[config.mk]
export PLATFORM = sky130hd
export DESIGN_NAME = ticks_to_civil_date_unit
export DESIGN_NICKNAME = d
export VERILOG_FILES = /design/src/design/ttcd_pkg.sv /design/src/design/ttcd_divider.sv /design/src/design/ttcd_calendar.sv /design/src/design/ticks_to_civil_date_unit.sv
export VERILOG_INCLUDE_DIRS = /design/src /design/src/design
export SDC_FILE = /design/constraint.sdc
export NUM_CORES = 2
export LEC_CHECK = 0
export BUFFER_PORTS_ARGS = -buffer_cell sky130_fd_sc_hd__buf_2
export CAP_MARGIN = 20
export CORE_MARGIN = 2
export CORE_UTILIZATION = 60
export DETAILED_ROUTE_END_ITERATION = 10
export GPL_TIMING_DRIVEN = 1
export PLACE_DENSITY = 0.76
export SLEW_MARGIN = 20
export SYNTH_ARGS = -nofsm -noshare
export SYNTH_HDL_FRONTEND = slang
export SYNTH_HIERARCHICAL = 1
export SYNTH_SLANG_ARGS = --single-unit
[constraint.sdc]
create_clock -name clk -period 73.8 [get_ports clk]
set_input_delay 14.76 -clock clk [delete_from_list [all_inputs] [get_ports clk]]
set_output_delay 14.76 -clock clk [all_outputs]
set_load 0.03 [all_outputs]
[src/design/ticks_to_civil_date_unit_macros.svh]
// Assertion macros shared by the civil date converter.
`ifndef TICKS_TO_CIVIL_DATE_UNIT_MACROS_SVH
`define TICKS_TO_CIVIL_DATE_UNIT_MACROS_SVH

// Same-cycle implication, sampled on clk and disabled while rst_n is low.
`define TTCD_CHECK(label, ante, cons, msg) \
    label: assert property (@(posedge clk) disable iff (!rst_n) (ante) |-> (cons)) \
        else $error(msg);

// Next-cycle implication, sampled on clk and disabled while rst_n is low.
`define TTCD_CHECK_NEXT(label, ante, cons, msg) \
    label: assert property (@(posedge clk) disable iff (!rst_n) (ante) |=> (cons)) \
        else $error(msg);

`endif

[src/design/ttcd_pkg.sv]
// Types, constants and calendar tables for the civil date converter.
package ttcd_pkg;

    localparam int TICK_W            = 62;
    localparam int IN_TDATA_W        = 64;
    localparam int DAY_SHIFT         = 14;
    localparam int SCALED_W          = TICK_W - DAY_SHIFT;
    localparam int DAYNUM_W          = 22;
    localparam int DIV_STEPS         = DAYNUM_W;
    localparam int CAL_STEPS         = 14;
    localparam int YEAR_W            = 14;
    localparam int MONTH_W           = 4;
    localparam int DAY_W             = 5;
    localparam int DOY_W             = 9;
    localparam int MONTH_GUESS_SHIFT = 5;
    localparam int OUT_TDATA_W       = 24;

    typedef logic [TICK_W-1:0]    tick_t;
    typedef logic [SCALED_W-1:0]  scaled_t;
    typedef logic [DAYNUM_W-1:0]  daynum_t;
    typedef logic [YEAR_W-1:0]    year_t;
    typedef logic [MONTH_W-1:0]   month_t;
    typedef logic [DAY_W-1:0]     dom_t;
    typedef logic [DOY_W-1:0]     doy_t;
    typedef logic [CAL_STEPS-1:0] cal_mask_t;

    // Last tick of 31 December 9999.
    localparam tick_t MAX_TICK = 62'd3155378975999999999;

    // Ticks per day is 2^14 * 52734375; the power of two is dropped by a shift.
    localparam scaled_t DAY_DIV = 48'd52734375;

    localparam month_t MONTHS = 4'd12;

    // Calendar split as restoring steps: 400-year periods (five steps),
    // 100-year periods (two steps, so a count of four saturates at three),
    // 4-year periods (five steps) and 1-year periods (two steps, saturating).
    localparam daynum_t CAL_DIV [CAL_STEPS] = '{
        22'd2337552, 22'd1168776, 22'd584388, 22'd292194, 22'd146097,
        22'd73048,   22'd36524,
        22'd23376,   22'd11688,   22'd5844,   22'd2922,   22'd1461,
        22'd730,     22'd365
    };
    localparam year_t CAL_YEARS [CAL_STEPS] = '{
        14'd6400, 14'd3200, 14'd1600, 14'd800, 14'd400,
        14'd200,  14'd100,
        14'd64,   14'd32,   14'd16,   14'd8,   14'd4,
        14'd2,    14'd1
    };

    // Step positions used by the leap-year test.
    localparam int STEP_Q100_HI = 5;
    localparam int STEP_Q100_LO = 6;
    localparam int STEP_Q4_16   = 7;
    localparam int STEP_Q4_8    = 8;
    localparam int STEP_Q4_4    = 9;
    localparam int STEP_Q4_2    = 10;
    localparam int STEP_Q4_1    = 11;
    localparam int STEP_Q1_HI   = 12;
    localparam int STEP_Q1_LO   = 13;

    localparam doy_t CUM_COMMON [13] = '{
        9'd0, 9'd31, 9'd59, 9'd90, 9'd120, 9'd151, 9'd181,
        9'd212, 9'd243, 9'd273, 9'd304, 9'd334, 9'd365
    };
    localparam doy_t CUM_LEAP [13] = '{
        9'd0, 9'd31, 9'd60, 9'd91, 9'd121, 9'd152, 9'd182,
        9'd213, 9'd244, 9'd274, 9'd305, 9'd335, 9'd366
    };

    typedef struct packed {
        logic    err;
        scaled_t scaled;
    } scaled_item_t;

    typedef struct packed {
        logic    err;
        daynum_t day_num;
    } day_item_t;

    typedef struct packed {
        logic   err;
        logic   leap;
        dom_t   day;
        month_t month;
        year_t  year;
    } date_t;

    function automatic doy_t cum_days(input logic leap, input month_t idx);
        doy_t val;
        val = '0;
        if (idx <= MONTHS)
        begin
            val = leap ? CUM_LEAP[idx] : CUM_COMMON[idx];
        end
        return val;
    endfunction

endpackage

[src/design/ttcd_divider.sv]
// Pipelined restoring divider that turns scaled ticks into a day number.
module ttcd_divider (
    input  logic                    clk,
    input  logic                    rst_n,
    input  logic                    adv,
    input  logic                    in_valid,
    input  ttcd_pkg::scaled_item_t  in_item,
    output logic                    out_valid,
    output ttcd_pkg::day_item_t     out_item
);
    import ttcd_pkg::*;

    logic    valid_reg [DIV_STEPS];
    scaled_t rem_reg   [DIV_STEPS];
    daynum_t quot_reg  [DIV_STEPS];
    logic    err_reg   [DIV_STEPS];

    // Each stage settles one quotient bit, most significant first.
    for (genvar s = 0; s < DIV_STEPS; s++)
    begin : g_step
        localparam scaled_t STEP_DIV = DAY_DIV << (DIV_STEPS - 1 - s);

        logic              valid_prev;
        scaled_t           rem_prev;
        daynum_t           quot_prev;
        logic              err_prev;
        logic [SCALED_W:0] diff;
        logic              taken;
        scaled_t           rem_next;
        daynum_t           quot_next;

        if (s == 0)
        begin : g_first
            assign valid_prev = in_valid;
            assign rem_prev   = in_item.scaled;
            assign quot_prev  = '0;
            assign err_prev   = in_item.err;
        end
        else
        begin : g_rest
            assign valid_prev = valid_reg[s-1];
            assign rem_prev   = rem_reg[s-1];
            assign quot_prev  = quot_reg[s-1];
            assign err_prev   = err_reg[s-1];
        end

        assign diff      = {1'b0, rem_prev} - {1'b0, STEP_DIV};
        assign taken     = !diff[SCALED_W];
        assign rem_next  = taken ? diff[SCALED_W-1:0] : rem_prev;
        assign quot_next = {quot_prev[DAYNUM_W-2:0], taken};

        always_ff @(posedge clk or negedge rst_n)
        begin
            if (!rst_n)
            begin
                valid_reg[s] <= 1'b0;
            end
            else if (adv)
            begin
                valid_reg[s] <= valid_prev;
            end
        end

        always_ff @(posedge clk)
        begin
            if (adv)
            begin
                rem_reg[s]  <= rem_next;
                quot_reg[s] <= quot_next;
                err_reg[s]  <= err_prev;
            end
        end
    end

    assign out_valid        = valid_reg[DIV_STEPS-1];
    assign out_item.err     = err_reg[DIV_STEPS-1];
    assign out_item.day_num = quot_reg[DIV_STEPS-1];

endmodule

[src/design/ttcd_calendar.sv]
// Pipelined split of a day number into year, month, day and leap flag.
module ttcd_calendar (
    input  logic                 clk,
    input  logic                 rst_n,
    input  logic                 adv,
    input  logic                 in_valid,
    input  ttcd_pkg::day_item_t  in_item,
    output logic                 out_valid,
    output ttcd_pkg::date_t      out_date
);
    import ttcd_pkg::*;

    logic      valid_reg [CAL_STEPS];
    daynum_t   rem_reg   [CAL_STEPS];
    year_t     year_reg  [CAL_STEPS];
    cal_mask_t mask_reg  [CAL_STEPS];
    logic      err_reg   [CAL_STEPS];

    // One compare and subtract per stage; the year weight of each taken step
    // is added as it goes, and the taken steps are kept for the leap test.
    for (genvar s = 0; s < CAL_STEPS; s++)
    begin : g_step
        logic              valid_prev;
        daynum_t           rem_prev;
        year_t             year_prev;
        cal_mask_t         mask_prev;
        logic              err_prev;
        logic [DAYNUM_W:0] diff;
        logic              taken;
        daynum_t           rem_next;
        year_t             year_next;
        cal_mask_t         mask_next;

        if (s == 0)
        begin : g_first
            assign valid_prev = in_valid;
            assign rem_prev   = in_item.day_num;
            assign year_prev  = '0;
            assign mask_prev  = '0;
            assign err_prev   = in_item.err;
        end
        else
        begin : g_rest
            assign valid_prev = valid_reg[s-1];
            assign rem_prev   = rem_reg[s-1];
            assign year_prev  = year_reg[s-1];
            assign mask_prev  = mask_reg[s-1];
            assign err_prev   = err_reg[s-1];
        end

        assign diff      = {1'b0, rem_prev} - {1'b0, CAL_DIV[s]};
        assign taken     = !diff[DAYNUM_W];
        assign rem_next  = taken ? diff[DAYNUM_W-1:0] : rem_prev;
        assign year_next = year_prev + (taken ? CAL_YEARS[s] : year_t'(0));
        assign mask_next = mask_prev | (cal_mask_t'(taken) << s);

        always_ff @(posedge clk or negedge rst_n)
        begin
            if (!rst_n)
            begin
                valid_reg[s] <= 1'b0;
            end
            else if (adv)
            begin
                valid_reg[s] <= valid_prev;
            end
        end

        always_ff @(posedge clk)
        begin
            if (adv)
            begin
                rem_reg[s]  <= rem_next;
                year_reg[s] <= year_next;
                mask_reg[s] <= mask_next;
                err_reg[s]  <= err_prev;
            end
        end
    end

    // Month stage.
    cal_mask_t last_mask;
    doy_t      doy;
    month_t    guess_base;
    month_t    mo_guess;
    logic      q4_is_24;
    logic      leap_next;
    month_t    mo_next;
    year_t     year_next;

    logic      mo_valid_reg;
    month_t    mo_reg;
    doy_t      doy_reg;
    logic      leap_reg;
    year_t     mo_year_reg;
    logic      mo_err_reg;

    assign last_mask  = mask_reg[CAL_STEPS-1];
    assign doy        = rem_reg[CAL_STEPS-1][DOY_W-1:0];
    assign guess_base = doy[DOY_W-1:MONTH_GUESS_SHIFT];
    assign mo_guess   = (guess_base >= MONTHS - month_t'(1)) ? MONTHS
                                                             : guess_base + month_t'(1);
    assign q4_is_24   = last_mask[STEP_Q4_16] && last_mask[STEP_Q4_8] &&
                        !last_mask[STEP_Q4_4] && !last_mask[STEP_Q4_2] &&
                        !last_mask[STEP_Q4_1];
    assign leap_next  = last_mask[STEP_Q1_HI] && last_mask[STEP_Q1_LO] &&
                        (!q4_is_24 ||
                         (last_mask[STEP_Q100_HI] && last_mask[STEP_Q100_LO]));
    assign mo_next    = (mo_guess < MONTHS && doy >= cum_days(leap_next, mo_guess))
                        ? mo_guess + month_t'(1) : mo_guess;
    assign year_next  = year_reg[CAL_STEPS-1] + year_t'(1);

    always_ff @(posedge clk or negedge rst_n)
    begin
        if (!rst_n)
        begin
            mo_valid_reg <= 1'b0;
        end
        else if (adv)
        begin
            mo_valid_reg <= valid_reg[CAL_STEPS-1];
        end
    end

    always_ff @(posedge clk)
    begin
        if (adv)
        begin
            mo_reg      <= mo_next;
            doy_reg     <= doy;
            leap_reg    <= leap_next;
            mo_year_reg <= year_next;
            mo_err_reg  <= err_reg[CAL_STEPS-1];
        end
    end

    // Day stage, which also clears the date of an out-of-range transfer.
    doy_t  day_wide;
    date_t date_next;
    logic  out_valid_reg;
    date_t out_date_reg;

    assign day_wide = doy_reg - cum_days(leap_reg, mo_reg - month_t'(1)) + doy_t'(1);

    always_comb
    begin
        date_next.err   = mo_err_reg;
        date_next.leap  = mo_err_reg ? 1'b0 : leap_reg;
        date_next.day   = mo_err_reg ? dom_t'(0) : day_wide[DAY_W-1:0];
        date_next.month = mo_err_reg ? month_t'(0) : mo_reg;
        date_next.year  = mo_err_reg ? year_t'(0) : mo_year_reg;
    end

    always_ff @(posedge clk or negedge rst_n)
    begin
        if (!rst_n)
        begin
            out_valid_reg <= 1'b0;
        end
        else if (adv)
        begin
            out_valid_reg <= mo_valid_reg;
        end
    end

    always_ff @(posedge clk)
    begin
        if (adv)
        begin
            out_date_reg <= date_next;
        end
    end

    assign out_valid = out_valid_reg;
    assign out_date  = out_date_reg;

endmodule

[src/design/ticks_to_civil_date_unit.sv]
// Throughput: one transfer per cycle while the skid register is empty; the depth comes
// from the 22-stage day divider, the 14 calendar split stages, the month stage, the day
// stage and the input stage. A two-entry output (result register plus skid register)
// lets input continue while a result waits. Reset clears only the valid bits and the
// skid flag.
`include "ticks_to_civil_date_unit_macros.svh"

module ticks_to_civil_date_unit (
    input  logic                              clk,
    input  logic                              rst_n,
    input  logic                              s_tvalid,
    output logic                              s_tready,
    input  logic [ttcd_pkg::IN_TDATA_W-1:0]   s_tdata,   // [61:0] tick_count, [63:62] zero
    output logic                              m_tvalid,
    input  logic                              m_tready,
    output logic [ttcd_pkg::OUT_TDATA_W-1:0]  m_tdata,   // [13:0] year_value,
                                                         // [17:14] month_value,
                                                         // [22:18] day_value,
                                                         // [23] leap_flag
    output logic                              m_tuser    // [0] range_error
);
    import ttcd_pkg::*;

    // The whole pipeline moves as one whenever the skid register is free.
    // The skid register is only filled when the result register holds a
    // transfer that the sink has not taken, so no result is lost or doubled.
    logic adv;
    logic skid_valid_reg;

    assign adv      = !skid_valid_reg;
    assign s_tready = !skid_valid_reg;

    // Input stage: range check against the last tick of 9999-12-31, and the
    // power-of-two part of the ticks-per-day division done as a shift.
    tick_t        tick_in;
    logic         in_valid_reg;
    scaled_item_t in_item_reg;
    scaled_item_t in_item_next;

    assign tick_in             = s_tdata[TICK_W-1:0];
    assign in_item_next.err    = tick_in > MAX_TICK;
    assign in_item_next.scaled = tick_in[TICK_W-1:DAY_SHIFT];

    always_ff @(posedge clk or negedge rst_n)
    begin
        if (!rst_n)
        begin
            in_valid_reg <= 1'b0;
        end
        else if (adv)
        begin
            in_valid_reg <= s_tvalid;
        end
    end

    always_ff @(posedge clk)
    begin
        if (adv)
        begin
            in_item_reg <= in_item_next;
        end
    end

    // Day number: the remaining odd factor of the ticks per day is divided
    // out one quotient bit per stage.
    logic      div_valid;
    day_item_t div_item;

    ttcd_divider u_divider (
        .clk       (clk),
        .rst_n     (rst_n),
        .adv       (adv),
        .in_valid  (in_valid_reg),
        .in_item   (in_item_reg),
        .out_valid (div_valid),
        .out_item  (div_item)
    );

    // Calendar split into periods, then month and day from the tables.
    logic  cal_valid;
    date_t cal_date;

    ttcd_calendar u_calendar (
        .clk       (clk),
        .rst_n     (rst_n),
        .adv       (adv),
        .in_valid  (div_valid),
        .in_item   (div_item),
        .out_valid (cal_valid),
        .out_date  (cal_date)
    );

    // Skid register. While it is empty the result register drives the port;
    // a result not taken moves into it as the pipeline steps on. While it is
    // full it holds the oldest result and the pipeline waits.
    date_t skid_date_reg;
    date_t m_date;

    always_ff @(posedge clk or negedge rst_n)
    begin
        if (!rst_n)
        begin
            skid_valid_reg <= 1'b0;
        end
        else if (skid_valid_reg)
        begin
            if (m_tready)
            begin
                skid_valid_reg <= 1'b0;
            end
        end
        else if (cal_valid && !m_tready)
        begin
            skid_valid_reg <= 1'b1;
        end
    end

    always_ff @(posedge clk)
    begin
        if (!skid_valid_reg)
        begin
            skid_date_reg <= cal_date;
        end
    end

    assign m_date   = skid_valid_reg ? skid_date_reg : cal_date;
    assign m_tvalid = skid_valid_reg || cal_valid;
    assign m_tdata  = {m_date.leap, m_date.day, m_date.month, m_date.year};
    assign m_tuser  = m_date.err;

    // An out-of-range transfer carries an all-zero date.
    `TTCD_CHECK(a_err_zero_date, m_tvalid && m_tuser, m_tdata == '0, "range error with a date")
    // A valid date has its month, day and year in range.
    `TTCD_CHECK(a_date_range, m_tvalid && !m_tuser,
        m_date.month != '0 && m_date.month <= MONTHS && m_date.day != '0 && m_date.year != '0,
        "date field out of range")
    // A leap year is always a multiple of four.
    `TTCD_CHECK(a_leap_year, m_tvalid && m_date.leap, m_date.year[1:0] == 2'b00,
        "leap flag on a year not divisible by four")
    // Draining the skid register reopens the input in the next cycle.
    `TTCD_CHECK_NEXT(a_skid_drain, skid_valid_reg && m_tready, s_tready,
        "input still stalled after the skid register drained")

endmodule

==> reports/summary.txt <==
status = finished clean
critical path type = reg -> out
I/O Pins = 95
pwr dens = 47.6 nW/um^2
Netlist cell types = 108
drt drc = 0
antenna violations before repair = 0
worst IR drop on VDD = 0.0000372 V
post-synthesis sequential area ratio = 66.5%
1st-iter DRT viols = 2,950
Final Max Slew Viols = 0
CTS Buf Count = 192
hold_buf cts = 0
EDFF count, synth = 1,865
Max stage delay on crit path = 0.47 ns
first-pass GRT wire length = 226,000 um
die area = 147,000 um^2
worst skew pair latency = 0.80 ns
number of flip-flops in the largest register = 1,008
Slew @ Worst Pin = 1.06 ns
die height = 384 um
nets@finish = 6,807
setup_tns = 0 ns
CP cell instances = buf_4 > inv_8 > buf_2
Syn Nets = 6,598
row cnt = 139
Cells after Synth = 6,436
post-synthesis sequential element count = 1,930
r2r setup slk = 68.37 ns
Tcrit/Tclk final = 23.0%
CTS tree = done
Critical-path top delay cell = inv_8
All-Layer GR Usage = 18.5%
CORE AREA = 143,000 um^2
CTS Buffer Depth = 3
die width = 384 um
Syn. warnings = 6
crit-path max FO = 72
Mapped Avg Cell Area = 13.4 um^2
Routed Antenna Nets = 0
area of the multi-input gates = 27,900 um^2
Worst setup EP type = output pin
Detailed Place HPWL = 93,000 um
H-tree Lvls = 4
setup violators final = 0
Clock Sink Count = 1,930
CTS root buf = clkbuf_16
fillers = 9,987
# diodes = 0
Hold WC Path Type = reg -> reg
arrival time at the worst endpoint = 2.25 ns
share of layout cells above drive strength 1 = 9.13%
Clock Skew = 0.0291 ns
Post-CTS Setup Bufs = 0
min cycle time layout = 17.01 ns
RSZ-0062 raised after global routing = no
post-cts resize count = 0
final hold vios = 0
Area Growth Syn to Fin = 10.2%
share of synthesized registers carrying an async set or reset = 2.07%
vias in the first global route = 48,505
Max Freq = 58.8 MHz
top cells by area, synth = edfxtp_1 (65%), xor2_1 (5.1%), xnor2_1 (5.0%), nand2_1 (2.4%), nor2_1 (2.3%)
Vias = 49,206
CP Data Required Time = 59.04 ns
Initial Util = 60.3%
pin count of the biggest net entering global routing = 197
Placer Congestion = 0.869
worst slack at placement = 56.88 ns
Port-buffer cells = 78
Slew HR = 29.6%
clock-pin slew on the worst setup and hold paths = 0.06 ns
Startpoint Class = register
Final WS setup = 56.79 ns
max_cap viols = 0
Post-Syn Area = 86,400 um^2
biggest area consumer among synthesized cells = edfxtp_1
Vias/cell = 5.65
Synth top area share = 64.8%
Sequential cell area = 57,500 um^2
total leakage power = 33.5 nW
total grt overflow = 0
final wirelength = 137,000 um
drt first pass iters = 7
Post-synth top flop = edfxtp_1
WL per Instance = 15.7 um
==> worst paths after layout <==
path | cells after the start | startpoint | endpoint
setup / recovery | 3 | skid_valid_reg | s_tready
hold / removal | 0 | u_divider/quot_reg[2][44] | u_divider/quot_reg[2][67]
setup reg to reg | 7 | skid_valid_reg | u_divider/rem_reg[1][264]
hold reg to reg | 0 | u_divider/quot_reg[2][44] | u_divider/quot_reg[2][67]
max in group asynchronous | 1 | rst_n | u_divider/g_step[20].valid_prev
min in group asynchronous | 1 | rst_n | skid_valid_reg
==> critical path, delay by kind of cell (launching register included) <==
family	cells	cell delay (ns)
flops	1	0.36
buf+inv	3	1.04
==> report_power, final <==
part | internal (mW) | leakage (nW) | switching (mW) | total, mW
registers | 1.90 | 18.8 | 0.384 | 2.28
logic | 0.584 | 11.7 | 0.741 | 1.32
clock network | 0.542 | 3.01 | 0.394 | 0.936
==> routing by layer <==
layer  up-vias  GRT usage [%]  part of all wire, %
met5         -              0                    0
met4         0           7.08                  3.1
met3       316           3.08                  4.0
met2      1026           34.1                   52
met1     23403           21.5                   41
li1      24461              -                    -
==> placed cells by master, fill, tap and decap left out, drive strengths merged, types with 55 or more instances in the layout <==
cell    Yosys  layout
clkinv      5      91
or3        68      68
inv       135     141
nor2b      74      74
nor2      538     538
mux2       86      86
a211oi     67      67
nand3     149     149
edfxtp   1865    1865
a21oi     231     231
buf        37     122
nor4       90      90
xor2      501     501
ha         89      89
nand4      55      55
clkbuf     70     236
nor3      202     202
nand2b     61      61
xnor2     494     494
o31ai      56      56
o21ai     233     233
nand2     556     556
==> metrics by stage <==
stage | instances | total power [mW] | cell area (um^2) | hold slack, ns | util, %
after floorplan | 6436 | 3.68 | 86400 | 0.400 | -
after global placement | 8354 | 3.55 | 89100 | 0.400 | 62.2
after detailed placement | 8354 | 3.61 | 89100 | 0.405 | 62.2
after CTS | 8712 | 4.57 | 95300 | 0.396 | 66.5
after global routing | 8712 | 4.84 | 95300 | 0.411 | 66.5
final | 8712 | 4.54 | 95300 | 0.398 | 66.5
==> Yosys cell counts, types with 13 or more instances <==
cell / n
xnor2_1: 494
o21ai_0: 222
nor3b_1: 37
a311o_1: 18
or3_1: 65
or2_2: 42
nor4_1: 85
o31ai_1: 56
nand2b_1: 59
clkbuf_1: 69
a211oi_1: 65
o211ai_1: 38
nor2_1: 534
a211o_1: 39
edfxtp_1: 1865
dfxtp_1: 25
inv_1: 121
o21a_1: 28
and3_1: 42
buf_2: 19
nand2_1: 556
a311oi_1: 14
ha_1: 89
nor3_1: 196
and2_1: 36
nand3_1: 148
a21boi_0: 20
a21oi_1: 231
or4_1: 36
nor2b_1: 74
a31oi_1: 49
mux2_2: 86
nand4_1: 55
dfrtp_1: 40
xor2_1: 501
nand3b_1: 40
a21o_1: 52
inv_2: 13
==> layout make-up <==
type / instances / area share, %
Clock buffer: 236 / 5.35
Clock inverter: 122 / 1.16
Inverter: 140 / 0.562
Multi-Input combinational cell: 4259 / 29.3
Sequential cell: 1930 / 60.3
Tap cell: 1903 / 2.50
Timing Repair Buffer: 122 / 0.777
==> logic make-up after synthesis <==
kind of cell               Yosys count  share of synthesized area, %
AOI/OAI and AO/OA                  987                          7.63
xor gates and xnor gates           995                          10.1
adders and majority gates           94                          1.40
buffers and inverters              247                          1.16
DFF                               1930                          66.5
muxes                               95                          1.22
and+or+nand+nor                   2088                          12.0
(Power assumes the default switching activity.)
